==> src/rtl/core/deq_pkg.sv <==
// ----------------------------------------------------------------------------
// deq_pkg
// Shared constants for the double-ended queue: field widths, command and
// status codes, parameter defaults.
// ----------------------------------------------------------------------------
package deq_pkg;

   localparam int DEPTH_DEF      = 16;
   localparam int DATA_WIDTH_DEF = 32;

   localparam int CMD_W  = 4;
   localparam int WORD_W = 32;
   localparam int POS_W  = 4;
   localparam int CNT_W  = 5;
   localparam int ST_W   = 2;

   localparam logic [CMD_W-1:0] CMD_PUSH_BACK  = 4'd0;
   localparam logic [CMD_W-1:0] CMD_PUSH_FRONT = 4'd1;
   localparam logic [CMD_W-1:0] CMD_POP_BACK   = 4'd2;
   localparam logic [CMD_W-1:0] CMD_POP_FRONT  = 4'd3;
   localparam logic [CMD_W-1:0] CMD_READ_AT    = 4'd4;
   localparam logic [CMD_W-1:0] CMD_INSERT     = 4'd5;
   localparam logic [CMD_W-1:0] CMD_CLEAR      = 4'd6;
   localparam logic [CMD_W-1:0] CMD_PEEK_FRONT = 4'd7;
   localparam logic [CMD_W-1:0] CMD_PEEK_BACK  = 4'd8;

   localparam logic [ST_W-1:0] ST_OK    = 2'd0;
   localparam logic [ST_W-1:0] ST_INDEX = 2'd1;
   localparam logic [ST_W-1:0] ST_EMPTY = 2'd2;
   localparam logic [ST_W-1:0] ST_FULL  = 2'd3;

endpackage

==> src/rtl/core/double_ended_queue.sv <==
// ----------------------------------------------------------------------------
// double_ended_queue
// Bounded deque of data words in a ring RAM, one request at a time.
// ----------------------------------------------------------------------------
// A request is taken when start is high and busy is low. busy stays high
// until the cycle in which the response is strobed on rsp_strobe. The strobe
// lasts one cycle, and the receiver cannot stall: it must take the response
// then. The following requests strobe straight from the execute state: push,
// clear, unused codes, insert into an empty queue, and any failed request.
// Pop, peek and read-at pass through a read-wait state first because of the
// RAM's registered read. Insert-after moves each later word one place back
// through the RAM and the shared slot adder, with a read state and a write
// state per word. The longest insert is one after the front of a queue
// holding DEPTH - 1 words. The RAM is not cleared after reset; only written
// entries are ever read.
module double_ended_queue
   import deq_pkg::*;
#(
   parameter int DEPTH      = DEPTH_DEF,
   parameter int DATA_WIDTH = DATA_WIDTH_DEF
) (
   input  logic              clock,
   input  logic              reset,
   input  logic              start,
   input  logic [CMD_W-1:0]  req_command,
   input  logic [WORD_W-1:0] req_value,
   input  logic [POS_W-1:0]  req_position,
   output logic              busy,
   output logic              rsp_strobe,
   output logic [WORD_W-1:0] rsp_read_word,
   output logic [CNT_W-1:0]  rsp_count,
   output logic [ST_W-1:0]   rsp_status
);

   localparam int AW = (DEPTH > 1) ? $clog2(DEPTH) : 1;
   localparam int CW = $clog2(DEPTH + 1);

   localparam logic [2:0] S_IDLE   = 3'd0;
   localparam logic [2:0] S_EXEC   = 3'd1;
   localparam logic [2:0] S_RDWAIT = 3'd2;
   localparam logic [2:0] S_SHRD   = 3'd3;
   localparam logic [2:0] S_SHWR   = 3'd4;

   logic [2:0]            state_ff, state_in;
   logic [CMD_W-1:0]      cmd_ff, cmd_in;
   logic [DATA_WIDTH-1:0] value_ff, value_in;
   logic [POS_W-1:0]      pos_ff, pos_in;
   logic [AW-1:0]         front_ff, front_in;
   logic [CW-1:0]         count_ff, count_in;
   logic [CW-1:0]         idx_ff, idx_in;
   logic                  rsp_strobe_ff, rsp_strobe_in;
   logic [WORD_W-1:0]     rsp_word_ff, rsp_word_in;
   logic [CNT_W-1:0]      rsp_count_ff, rsp_count_in;
   logic [ST_W-1:0]       rsp_status_ff, rsp_status_in;

   logic [AW-1:0]         slot_off, slot;
   logic                  ram_we;
   logic [AW-1:0]         ram_waddr, ram_raddr;
   logic [DATA_WIDTH-1:0] ram_wdata, ram_rdata;

   logic                  empty, full, pos_ok;

   deq_slot #(.DEPTH(DEPTH), .AW(AW)) u_slot (
      .base   (front_ff),
      .offset (slot_off),
      .slot   (slot)
   );

   deq_ram #(.WIDTH(DATA_WIDTH), .DEPTH(DEPTH), .AW(AW)) u_ram (
      .clock   (clock),
      .wr_en   (ram_we),
      .wr_addr (ram_waddr),
      .wr_data (ram_wdata),
      .rd_addr (ram_raddr),
      .rd_data (ram_rdata)
   );

   assign empty  = (count_ff == '0);
   assign full   = (count_ff == CW'(DEPTH));
   assign pos_ok = (32'(pos_ff) < 32'(count_ff));

   always_comb begin
      state_in      = state_ff;
      cmd_in        = cmd_ff;
      value_in      = value_ff;
      pos_in        = pos_ff;
      front_in      = front_ff;
      count_in      = count_ff;
      idx_in        = idx_ff;
      rsp_strobe_in = 1'b0;
      rsp_word_in   = rsp_word_ff;
      rsp_status_in = rsp_status_ff;
      slot_off      = '0;
      ram_we        = 1'b0;
      ram_wdata     = value_ff;
      ram_waddr     = slot;
      ram_raddr     = slot;

      unique case (state_ff)
         S_IDLE: begin
            if (start) begin
               cmd_in   = req_command;
               value_in = DATA_WIDTH'(req_value);
               pos_in   = req_position;
               state_in = S_EXEC;
            end
         end
         S_EXEC: begin
            state_in      = S_IDLE;
            rsp_strobe_in = 1'b1;
            rsp_word_in   = '0;
            rsp_status_in = ST_OK;
            unique case (cmd_ff)
               CMD_PUSH_BACK: begin
                  if (full) begin
                     rsp_status_in = ST_FULL;
                  end else begin
                     slot_off = AW'(count_ff);
                     ram_we   = 1'b1;
                     count_in = count_ff + CW'(1);
                  end
               end
               CMD_PUSH_FRONT: begin
                  if (full) begin
                     rsp_status_in = ST_FULL;
                  end else begin
                     slot_off = AW'(DEPTH - 1);
                     ram_we   = 1'b1;
                     front_in = slot;
                     count_in = count_ff + CW'(1);
                  end
               end
               CMD_POP_BACK, CMD_PEEK_BACK: begin
                  if (empty) begin
                     rsp_status_in = ST_EMPTY;
                  end else begin
                     slot_off      = AW'(count_ff - CW'(1));
                     rsp_strobe_in = 1'b0;
                     state_in      = S_RDWAIT;
                     if (cmd_ff == CMD_POP_BACK) begin
                        count_in = count_ff - CW'(1);
                     end
                  end
               end
               CMD_POP_FRONT, CMD_PEEK_FRONT: begin
                  if (empty) begin
                     rsp_status_in = ST_EMPTY;
                  end else begin
                     ram_raddr     = front_ff;
                     rsp_strobe_in = 1'b0;
                     state_in      = S_RDWAIT;
                     if (cmd_ff == CMD_POP_FRONT) begin
                        slot_off = AW'(1);
                        front_in = slot;
                        count_in = count_ff - CW'(1);
                     end
                  end
               end
               CMD_READ_AT: begin
                  if (!pos_ok) begin
                     rsp_status_in = ST_INDEX;
                  end else begin
                     slot_off      = AW'(pos_ff);
                     rsp_strobe_in = 1'b0;
                     state_in      = S_RDWAIT;
                  end
               end
               CMD_INSERT: begin
                  if (empty) begin
                     if (pos_ff == '0) begin
                        ram_we   = 1'b1;
                        count_in = CW'(1);
                     end else begin
                        rsp_status_in = ST_INDEX;
                     end
                  end else if (!pos_ok) begin
                     rsp_status_in = ST_INDEX;
                  end else if (full) begin
                     rsp_status_in = ST_FULL;
                  end else begin
                     idx_in        = count_ff;
                     rsp_strobe_in = 1'b0;
                     state_in      = S_SHRD;
                  end
               end
               CMD_CLEAR: begin
                  count_in = '0;
                  front_in = '0;
               end
               default: begin
               end
            endcase
         end
         S_RDWAIT: begin
            rsp_strobe_in = 1'b1;
            rsp_word_in   = WORD_W'(ram_rdata);
            rsp_status_in = ST_OK;
            state_in      = S_IDLE;
         end
         S_SHRD: begin
            if (32'(idx_ff) > 32'(pos_ff) + 32'd1) begin
               // fetch the word that moves into slot idx
               slot_off = AW'(idx_ff - CW'(1));
               state_in = S_SHWR;
            end else begin
               slot_off      = AW'(pos_ff) + AW'(1);
               ram_we        = 1'b1;
               count_in      = count_ff + CW'(1);
               rsp_strobe_in = 1'b1;
               rsp_word_in   = '0;
               rsp_status_in = ST_OK;
               state_in      = S_IDLE;
            end
         end
         S_SHWR: begin
            slot_off  = AW'(idx_ff);
            ram_we    = 1'b1;
            ram_wdata = ram_rdata;
            idx_in    = idx_ff - CW'(1);
            state_in  = S_SHRD;
         end
         default: begin
            state_in = S_IDLE;
         end
      endcase

      rsp_count_in = rsp_strobe_in ? CNT_W'(count_in) : rsp_count_ff;
   end

   always_ff @(posedge clock) begin
      if (reset) begin
         state_ff      <= S_IDLE;
         front_ff      <= '0;
         count_ff      <= '0;
         rsp_strobe_ff <= 1'b0;
      end else begin
         state_ff      <= state_in;
         front_ff      <= front_in;
         count_ff      <= count_in;
         rsp_strobe_ff <= rsp_strobe_in;
      end
   end

   always_ff @(posedge clock) begin
      cmd_ff        <= cmd_in;
      value_ff      <= value_in;
      pos_ff        <= pos_in;
      idx_ff        <= idx_in;
      rsp_word_ff   <= rsp_word_in;
      rsp_count_ff  <= rsp_count_in;
      rsp_status_ff <= rsp_status_in;
   end

   assign busy          = (state_ff != S_IDLE);
   assign rsp_strobe    = rsp_strobe_ff;
   assign rsp_read_word = rsp_word_ff;
   assign rsp_count     = rsp_count_ff;
   assign rsp_status    = rsp_status_ff;

endmodule

==> src/rtl/core/deq_ram.sv <==
// ----------------------------------------------------------------------------
// deq_ram
// Generic single-write, single-read RAM with registered read data.
// ----------------------------------------------------------------------------
module deq_ram #(
   parameter int WIDTH = 32,
   parameter int DEPTH = 16,
   parameter int AW    = (DEPTH > 1) ? $clog2(DEPTH) : 1
) (
   input  logic             clock,
   input  logic             wr_en,
   input  logic [AW-1:0]    wr_addr,
   input  logic [WIDTH-1:0] wr_data,
   input  logic [AW-1:0]    rd_addr,
   output logic [WIDTH-1:0] rd_data
);

   logic [WIDTH-1:0] mem [DEPTH];
   logic [WIDTH-1:0] rd_data_ff;

   always_ff @(posedge clock) begin
      if (wr_en) begin
         mem[wr_addr] <= wr_data;
      end
      rd_data_ff <= mem[rd_addr];
   end

   assign rd_data = rd_data_ff;

endmodule

==> src/rtl/core/deq_slot.sv <==
// ----------------------------------------------------------------------------
// deq_slot
// Ring slot adder: slot of element offset from the front, modulo DEPTH.
// ----------------------------------------------------------------------------
module deq_slot #(
   parameter int DEPTH = 16,
   parameter int AW    = (DEPTH > 1) ? $clog2(DEPTH) : 1
) (
   input  logic [AW-1:0] base,
   input  logic [AW-1:0] offset,
   output logic [AW-1:0] slot
);

   localparam logic [AW:0] DEPTH_V = (AW+1)'(DEPTH);

   logic [AW:0] sum;

   always_comb begin
      sum = {1'b0, base} + {1'b0, offset};
      if (sum >= DEPTH_V) begin
         sum = sum - DEPTH_V;
      end
      slot = sum[AW-1:0];
   end

endmodule

==> config.mk <==
export PLATFORM = sky130hd
export DESIGN_NAME = double_ended_queue
export DESIGN_NICKNAME = d
export VERILOG_FILES = /design/src/rtl/core/deq_pkg.sv /design/src/rtl/core/double_ended_queue.sv /design/src/rtl/core/deq_ram.sv /design/src/rtl/core/deq_slot.sv
export SDC_FILE = /design/constraint.sdc
export NUM_CORES = 1
export LEC_CHECK = 0
export ABC_AREA = 1
export BUFFER_PORTS_ARGS = -buffer_cell sky130_fd_sc_hd__buf_2
export CAP_MARGIN = 20
export CORE_MARGIN = 2
export CORE_UTILIZATION = 61
export CTS_BUF_LIST = sky130_fd_sc_hd__clkbuf_8
export DETAILED_ROUTE_END_ITERATION = 16
export HOLD_SLACK_MARGIN = 0.06
export PLACE_DENSITY = 0.88
export SKIP_CTS_REPAIR_TIMING = 1
export SYNTH_ARGS = -nofsm -noshare
export SYNTH_HDL_FRONTEND = slang
export SYNTH_SLANG_ARGS = --single-unit
export TNS_END_PERCENT = 1
==> constraint.sdc <==
create_clock -name clock -period 9.2 [get_ports clock]
set_input_delay 1.38 -clock clock [delete_from_list [all_inputs] [get_ports clock]]
set_output_delay 1.38 -clock clock [all_outputs]
set_load 0.01 [all_outputs]
Word-level counts from Yosys, hierarchy flattened
Memory sizes are Yosys's and may differ from the RTL's. A register that Yosys moved wholly into a read port is not among the register bits.
Index checks and enable logic that the tools add are counted.
{"block": "totals", "ramBits": 512, "out_inout_bits": 41, "register_bits": 97, "n_memories": 1, "romBits": 0, "latch_bits": 0, "in_bits": 43, "word_cells": 128}
{"block": "op_classes", "mux": 68, "addsub": 7, "magnitude_cmp": 3, "n_reduce_logical": 16, "n_eq_ne": 22, "div_mod_pow": 0, "bitwise": 0, "shift": 0, "n_mul": 0}
{"name": "u_ram.mem", "words": 16, "word_bits": 32, "rd": 1, "rd_clocked_by_memory_dff": 1, "wr": 1, "line": "deq_ram.sv:18", "rtl": "logic [WIDTH-1:0] mem [DEPTH];"}
{"op": "$pmux 32 s3", "n": 1}
{"op": "$mux 32", "n": 2}
{"op": "$mux 5", "n": 12}
{"op": "$mux 4", "n": 12}
{"op": "$pmux 5 s5", "n": 1}
{"op": "$pmux 4 s3", "n": 2}
{"op": "$mux 2", "n": 10}
{"op": "$pmux 4 s5", "n": 1}
{"op": "$pmux 5 s2", "n": 2}
{"op": "$ne 2x2->1 const B", "n": 9}
{"op": "$eq 4x3->1 const B", "n": 4}
{"op": "$mux 1", "n": 15}
{"op": "$pmux 2 s3", "n": 2}
{"op": "$pmux 3 s4", "n": 1}
{"op": "$reduce_and 5->1", "n": 2}
{"op": "$sub 5x1->5 const B", "n": 2}
{"op": "$pmux 1 s3", "n": 3}
{"op": "$reduce_bool 3->1", "n": 3}
{"op": "$eq 4x2->1 const B", "n": 2}
{"op": "$logic_not 4->1", "n": 2}
{"op": "$pmux 2 s4", "n": 1}
{"op": "$eq 3x2->1 const B", "n": 2}
{"op": "$mux 3", "n": 2}
{"op": "$reduce_or 2->1", "n": 3}
{"op": "19 further kinds", "n": 20}

Depth between registers and ports, before layout
{"block": "depth", "depth_word": 11, "ltp_mapped": 27}

Cells and area by module
Synthesis repeated with hierarchy kept, for this count alone.
{"block": "hier_totals", "cells_unflattened": 2692, "hier_area_um2": 27849.2}
{"mod": "deq_ram", "area_each_um2": 22730.6, "instances": 1, "cells_per_inst": 2120, "seq_area_each_um2": 16015.4}
{"mod": "double_ended_queue", "area_each_um2": 4994.8, "instances": 1, "cells_per_inst": 555, "seq_area_each_um2": 2782.7}
{"mod": "deq_slot", "area_each_um2": 123.9, "instances": 1, "cells_per_inst": 17, "seq_area_each_um2": 0.0}

Least setup slack after synthesis
OpenSTA, ideal clock, no wires.
{"block": "synth_path", "path_type": "reg-to-reg", "from": "reg pos_ff[0]", "to": "mem u_ram.mem[0][0] (enable)", "path_slack_ns": 4.373, "n_path_buf": 0, "path_stages_with_launch": 19, "setup_time_ns": 0.421, "t_required_ns": 8.779, "arrival_time_ns": 4.406, "cell_sequence": "edfxtp_1 -> ha_1 -> xor2_1 -> inv_1 -> ha_1 -> nand2_1 -> nor2_1 -> nand2_1 -> nand3_1 -> nand2_1 -> nand2_2 -> inv_1 -> a221oi_1 -> nand2_1 -> ha_1 -> fa_1 -> xnor2_1 -> nand2_1 -> nor2_1"}
{"block": "synth_via", "elab_chain_len": 7, "elab_cells_between_ends": 20, "classes_between": "add/sub (4); order compare (3); mux (12); reduce/logical (1)"}
{"element": "start: declaration", "line": "double_ended_queue.sv:47", "rtl": "logic [POS_W-1:0] pos_ff, pos_in;"}
{"element": "start signal: assignment", "line": "double_ended_queue.sv:247", "rtl": "pos_ff <= pos_in;"}
{"element": "$add 4x1->5, or another cell as far along", "line": "double_ended_queue.sv:201", "rtl": "if (32'(idx_ff) > 32'(pos_ff) + 32'd1) begin"}
{"element": "$gt 5x5->1, or another cell as far along", "line": "double_ended_queue.sv:201"}
{"element": "$mux 4, or another cell as far along", "line": "double_ended_queue.sv:201"}
{"element": "$pmux 4 s3 or $pmux 1 s2 (tied branches)", "line": "double_ended_queue.sv:99, double_ended_queue.sv:113"}
{"element": "$add 4x4->5 or $pmux 1 s3 (tied branches)", "line": "deq_slot.sv:19, double_ended_queue.sv:99"}
{"element": "$sub 4x1->4, or another cell as far along", "line": "deq_slot.sv:21", "rtl": "sum = sum - DEPTH_V;"}
{"element": "$mux 4 or $mux 1 (tied branches)", "line": "deq_slot.sv:20, deq_ram.sv:23"}
{"element": "end: declaration", "line": "deq_ram.sv:18"}
Several ways; a longest one is shown, not always the timed one.

Final worst setup path
{"block": "layout_path", "from": "reg pos_ff[0]", "to": "reg u_ram.rd_data_ff[29], in the netlist u_ram.rd_data[29], read port of u_ram.mem"}
{"block": "layout_via", "elab_chain_len": 10, "elab_cells_between_ends": 15, "classes_between": "add/sub (4); order compare (3); mux (8)"}
{"element": "$add 4x1->5 or $lt 4x5->1 (tied branches)", "line": "double_ended_queue.sv:201, double_ended_queue.sv:80"}
{"element": "$gt 5x5->1 or $mux 4 (tied branches)", "line": "double_ended_queue.sv:201, double_ended_queue.sv:160"}
{"element": "$mux 4 or $pmux 4 s5 (tied branches)", "line": "double_ended_queue.sv:201, double_ended_queue.sv:113"}
{"element": "$pmux 4 s3 (*)", "line": "double_ended_queue.sv:99", "rtl": "unique case (state_ff)"}
{"element": "$add 4x4->5 (*)", "line": "deq_slot.sv:19", "rtl": "sum = {1'b0, base} + {1'b0, offset};"}
{"element": "$sub 4x1->4 or $ge 5x5->1 (tied branches)", "line": "deq_slot.sv:21, deq_slot.sv:20"}
{"element": "$mux 4 (*)", "line": "deq_slot.sv:20", "rtl": "if (sum >= DEPTH_V) begin"}
{"element": "$mux 4", "line": "double_ended_queue.sv:146", "rtl": "if (empty) begin"}
{"element": "$mux 4", "line": "double_ended_queue.sv:113", "rtl": "unique case (cmd_ff)"}
{"element": "$mux 4 (*)", "line": "double_ended_queue.sv:99"}
{"element": "end: declaration", "line": "deq_ram.sv:19", "rtl": "logic [WIDTH-1:0] rd_data_ff;"}
Every way passes the cells marked *; elsewhere a longest branch is shown, timed or not.
A chain may end at the register's enable or synchronous reset.

==> metrics.txt <==
Crit Path Category flip-flop to flip-flop; cell taking the most area after synthesis edfxtp_1; Clock Latency Late Sink about 0.69 ns; Die Y-Extent between 200 and 250 um; Filler cells roughly 3000; utilization after layout between 60% and 70%; Clk pwr share between 30% and 40%; Port Buf Inserts 83; vias in the first global route between 15000 and 20000; layout cell share with drive strength beyond 1 a little under an eighth; Worst Skew roughly 0.032 ns; post-route ant nets 0; worst slew pin tran between 1 and 1.5 ns; Final Critical Period around 6.2 ns; final max-slew violation count 0; Final GP Congestion 0.953; launch point of the critical path pos_ff[0]; Max IR drop VDD about 0.15 mV; initial antenna violation count 0; Slowest cell on crit path clkinv_2; register area share after synthesis 69.2%; Int Pwr 4.47 mW; met3 wire len 7130 um; clock root buffer clkbuf_8; WL met2 roughly 33000 um; fmax about 0.16 GHz; setup TNS 0 ns; drt drc 0; final hold violation count 0; relative slew slack between 20% and 30%; Seq cells post-synth 641; critical path's most frequent cell nand2_1; First DRT Iteration DRCs 2977; yosys warns 0; WL/cell approximately 20 um; Reg clk slew, reported paths 0.06 ns; RSZ-0062 raised after global routing no; ant diodes 0; Syn Std Cell Area between 20000 and 30000 sq um; via count about 19000; peak per-stage delay on the critical path roughly 0.79 ns; total of max-cap violations 0; Hold Path Class flip-flop to flip-flop; Area Growth Syn to Fin 10.9%; Die ar. between 40000 and 50000 sq um; # IOs 84; Area contributors post-synth edfxtp_1, nand2_1, dfxtp_1, inv_1, o21ai_0; sequential share of power between 50% and 60%; Overflow after GRT 0; syn avg cell area roughly 11 sq um; # rows 77; WHS between 0.4 and 0.5 ns; Crit Path Max Fanout 74; Max H-tree Level 3; Inserted Clock Buffers between 90 and 100; starting density of the core roughly three fifths; Total Wirelength about 70000 um; Via density between 5 and 6; outcome complete, no violations; CP Launch Type flip-flop; P_sw about 1.5 mW; Synth top area share about two thirds; DR pass1 iterations 7; largest net degree at the start of global routing approximately 200; R2R Path Start pos_ff[0]; number of setup violations in the final report 0; CTS tree built; gr usage total a little under 30%; Final nets ~2700; Combinational Power Share 8.0%; area occupied by multi-input gates 7040 sq um; die span in x between 200 and 250 um; Max clock buf depth 3; CP arrival between 6 and 7 ns; cells after synthesis about 2500; R2R Path End u_ram.rd_data[29]; Worst R2R Path Depth 27; syn_nets between 2000 and 3000; first-pass GRT wire length around 100000 um; reg2reg setup slack slightly below 3 ns; FF/Latch Area around 19000 sq um; critical path required time 9.76 ns; WL met1 between 20000 and 25000 um; Net Sw Frac between 20 and 25%; Worst Setup EP u_ram.rd_data[29]; critical path endpoint category flip-flop; post-synth cell types 38; DPL Wire Length between 30000 and 40000 um; Power Density between 150 and 200 nW/um^2; Highest Signal Layer met4; Inst Count DP about 3200; Core Box Area 44100 sq um; Leak Pwr 12.3 nW; Layout Cells excl Fill about 3300; CTS Sinks about 640; crit share post-route roughly 68%
stage by stage:
step | total power [mW] | setup slack [ns] | instance area (sq um)
finish | 5.93 | 2.98 | 30100
CTS | 5.93 | 3.13 | 30100
detailed placement | 3.80 | 3.14 | 28300
floorplan | 3.65 | 4.37 | 27200
global placement | 3.78 | 3.45 | 28300
global route | 6.12 | 2.66 | 30100
cell families (layout without fill, tap and decap cells):
family                     count (synthesis)  after routing  share of synthesized area, %
and+or+nand+nor                         1247           1247                          18.1
DFF                                      641            641                          69.2
adders and majority gates                 19             19                         0.902
buffers and inverters                    341            550                          5.56
xor gates and xnor gates                  10             10                         0.322
AOI/OAI and AO/OA                        282            282                          5.95
Yosys cell counts:
master / number
nand3_2: 2
nand4_1: 6
nand2_4: 3
a221oi_1: 1
nor3_1: 3
a21oi_1: 20
edfxtp_1: 596
xnor2_1: 1
clkinv_1: 1
a22oi_1: 2
o211ai_1: 66
o21ai_2: 1
buf_2: 55
buf_1: 5
inv_1: 212
nand2_2: 14
inv_2: 6
nand3_1: 97
fa_1: 1
inv_6: 1
dfxtp_1: 45
nand3b_1: 2
nor2_1: 142
buf_4: 26
o2111ai_1: 4
nor2_2: 2
xor2_1: 9
buf_6: 8
o21ai_0: 117
nand2_1: 973
or2_2: 1
nor2_4: 2
o221ai_1: 1
clkbuf_1: 27
ha_1: 18
o31ai_1: 1
a31oi_1: 5
o21ai_1: 64
per-layer routing:
layer  GRT usage, %  vias up
li1               -     8743
met1           36.6     9073
met2           49.4     1335
met3           5.10      268
met4           15.8        0
met5              0        -
placed cells by master (no fill, tap or decap), drive strengths merged:
cell type  synthesis  layout
o221ai             1       1
o2111ai            4       4
bufinv             0       1
clkinv             1      32
nand3b             2       2
fa                 1       1
dfxtp             45      45
a22oi              2       2
xnor2              1       1
nand3             99      99
or2                1       1
a31oi              5       5
nor2             146     146
nand2            990     990
clkinvlp           0       3
o211ai            66      66
nor3               3       3
a221oi             1       1
edfxtp           596     596
o21ai            182     182
nand4              6       6
clkbuf            27     105
a21oi             20      20
buf               94     146
xor2               9       9
ha                18      18
o31ai              1       1
inv              219     263
registers in the layout, summed over array words and instances, names as in the netlist:
signal	flops
u_ram.mem	512
rsp_read_word	32
u_ram.rd_data	32
value_ff	32
count_ff	5
idx_ff	5
rsp_count	5
cmd_ff	4
front_ff	4
pos_ff	4
state_ff	3
rsp_status	2
rsp_strobe	1
cell type report:
type / count / area share, %
clock inverters: 79 / 1.18
multi-input cells: 1558 / 23.3
well taps: 592 / 2.46
repair buffers: 146 / 3.11
inverters: 220 / 2.76
flip-flops and latches: 641 / 62.4
clock buffers: 105 / 4.79
power groups by stage:
stage               Clock, mW  Combinational (mW)  Sequential [mW]
floorplan                   0               0.308             3.34
global route             2.31               0.523             3.29
finish                   2.17               0.472             3.29
global placement            0               0.436             3.35
CTS                      2.18               0.462             3.29
detailed placement          0               0.458             3.35
worst max-delay path, delay by kind of cell (launching register included):
kind | cells | cell delay [ns]
flip-flops | 1 | 0.44
XOR/XNOR | 1 | 0.16
AND/OR/NAND/NOR | 12 | 1.21
adder cells (fa/ha/maj) | 4 | 1.31
AO/OA/AOI/OAI | 4 | 0.69
buffers and inverters | 6 | 2.17
how the worst min path moves through the flow:
| stage | start | to | slack, ns | depth (start not counted) |
|---|---|---|---|---|
| final | front_ff[3] | front_ff[3] | 0.48 | 2 |
| after global routing | front_ff[3] | front_ff[3] | 0.51 | 2 |
| after CTS | front_ff[3] | front_ff[3] | 0.48 | 2 |
| after detailed placement | front_ff[3] | front_ff[3] | 0.47 | 2 |
| after global placement | front_ff[3] | front_ff[3] | 0.46 | 2 |
| after floorplan | front_ff[3] | front_ff[3] | 0.45 | 2 |
Power figures use the tool's default switching activity.
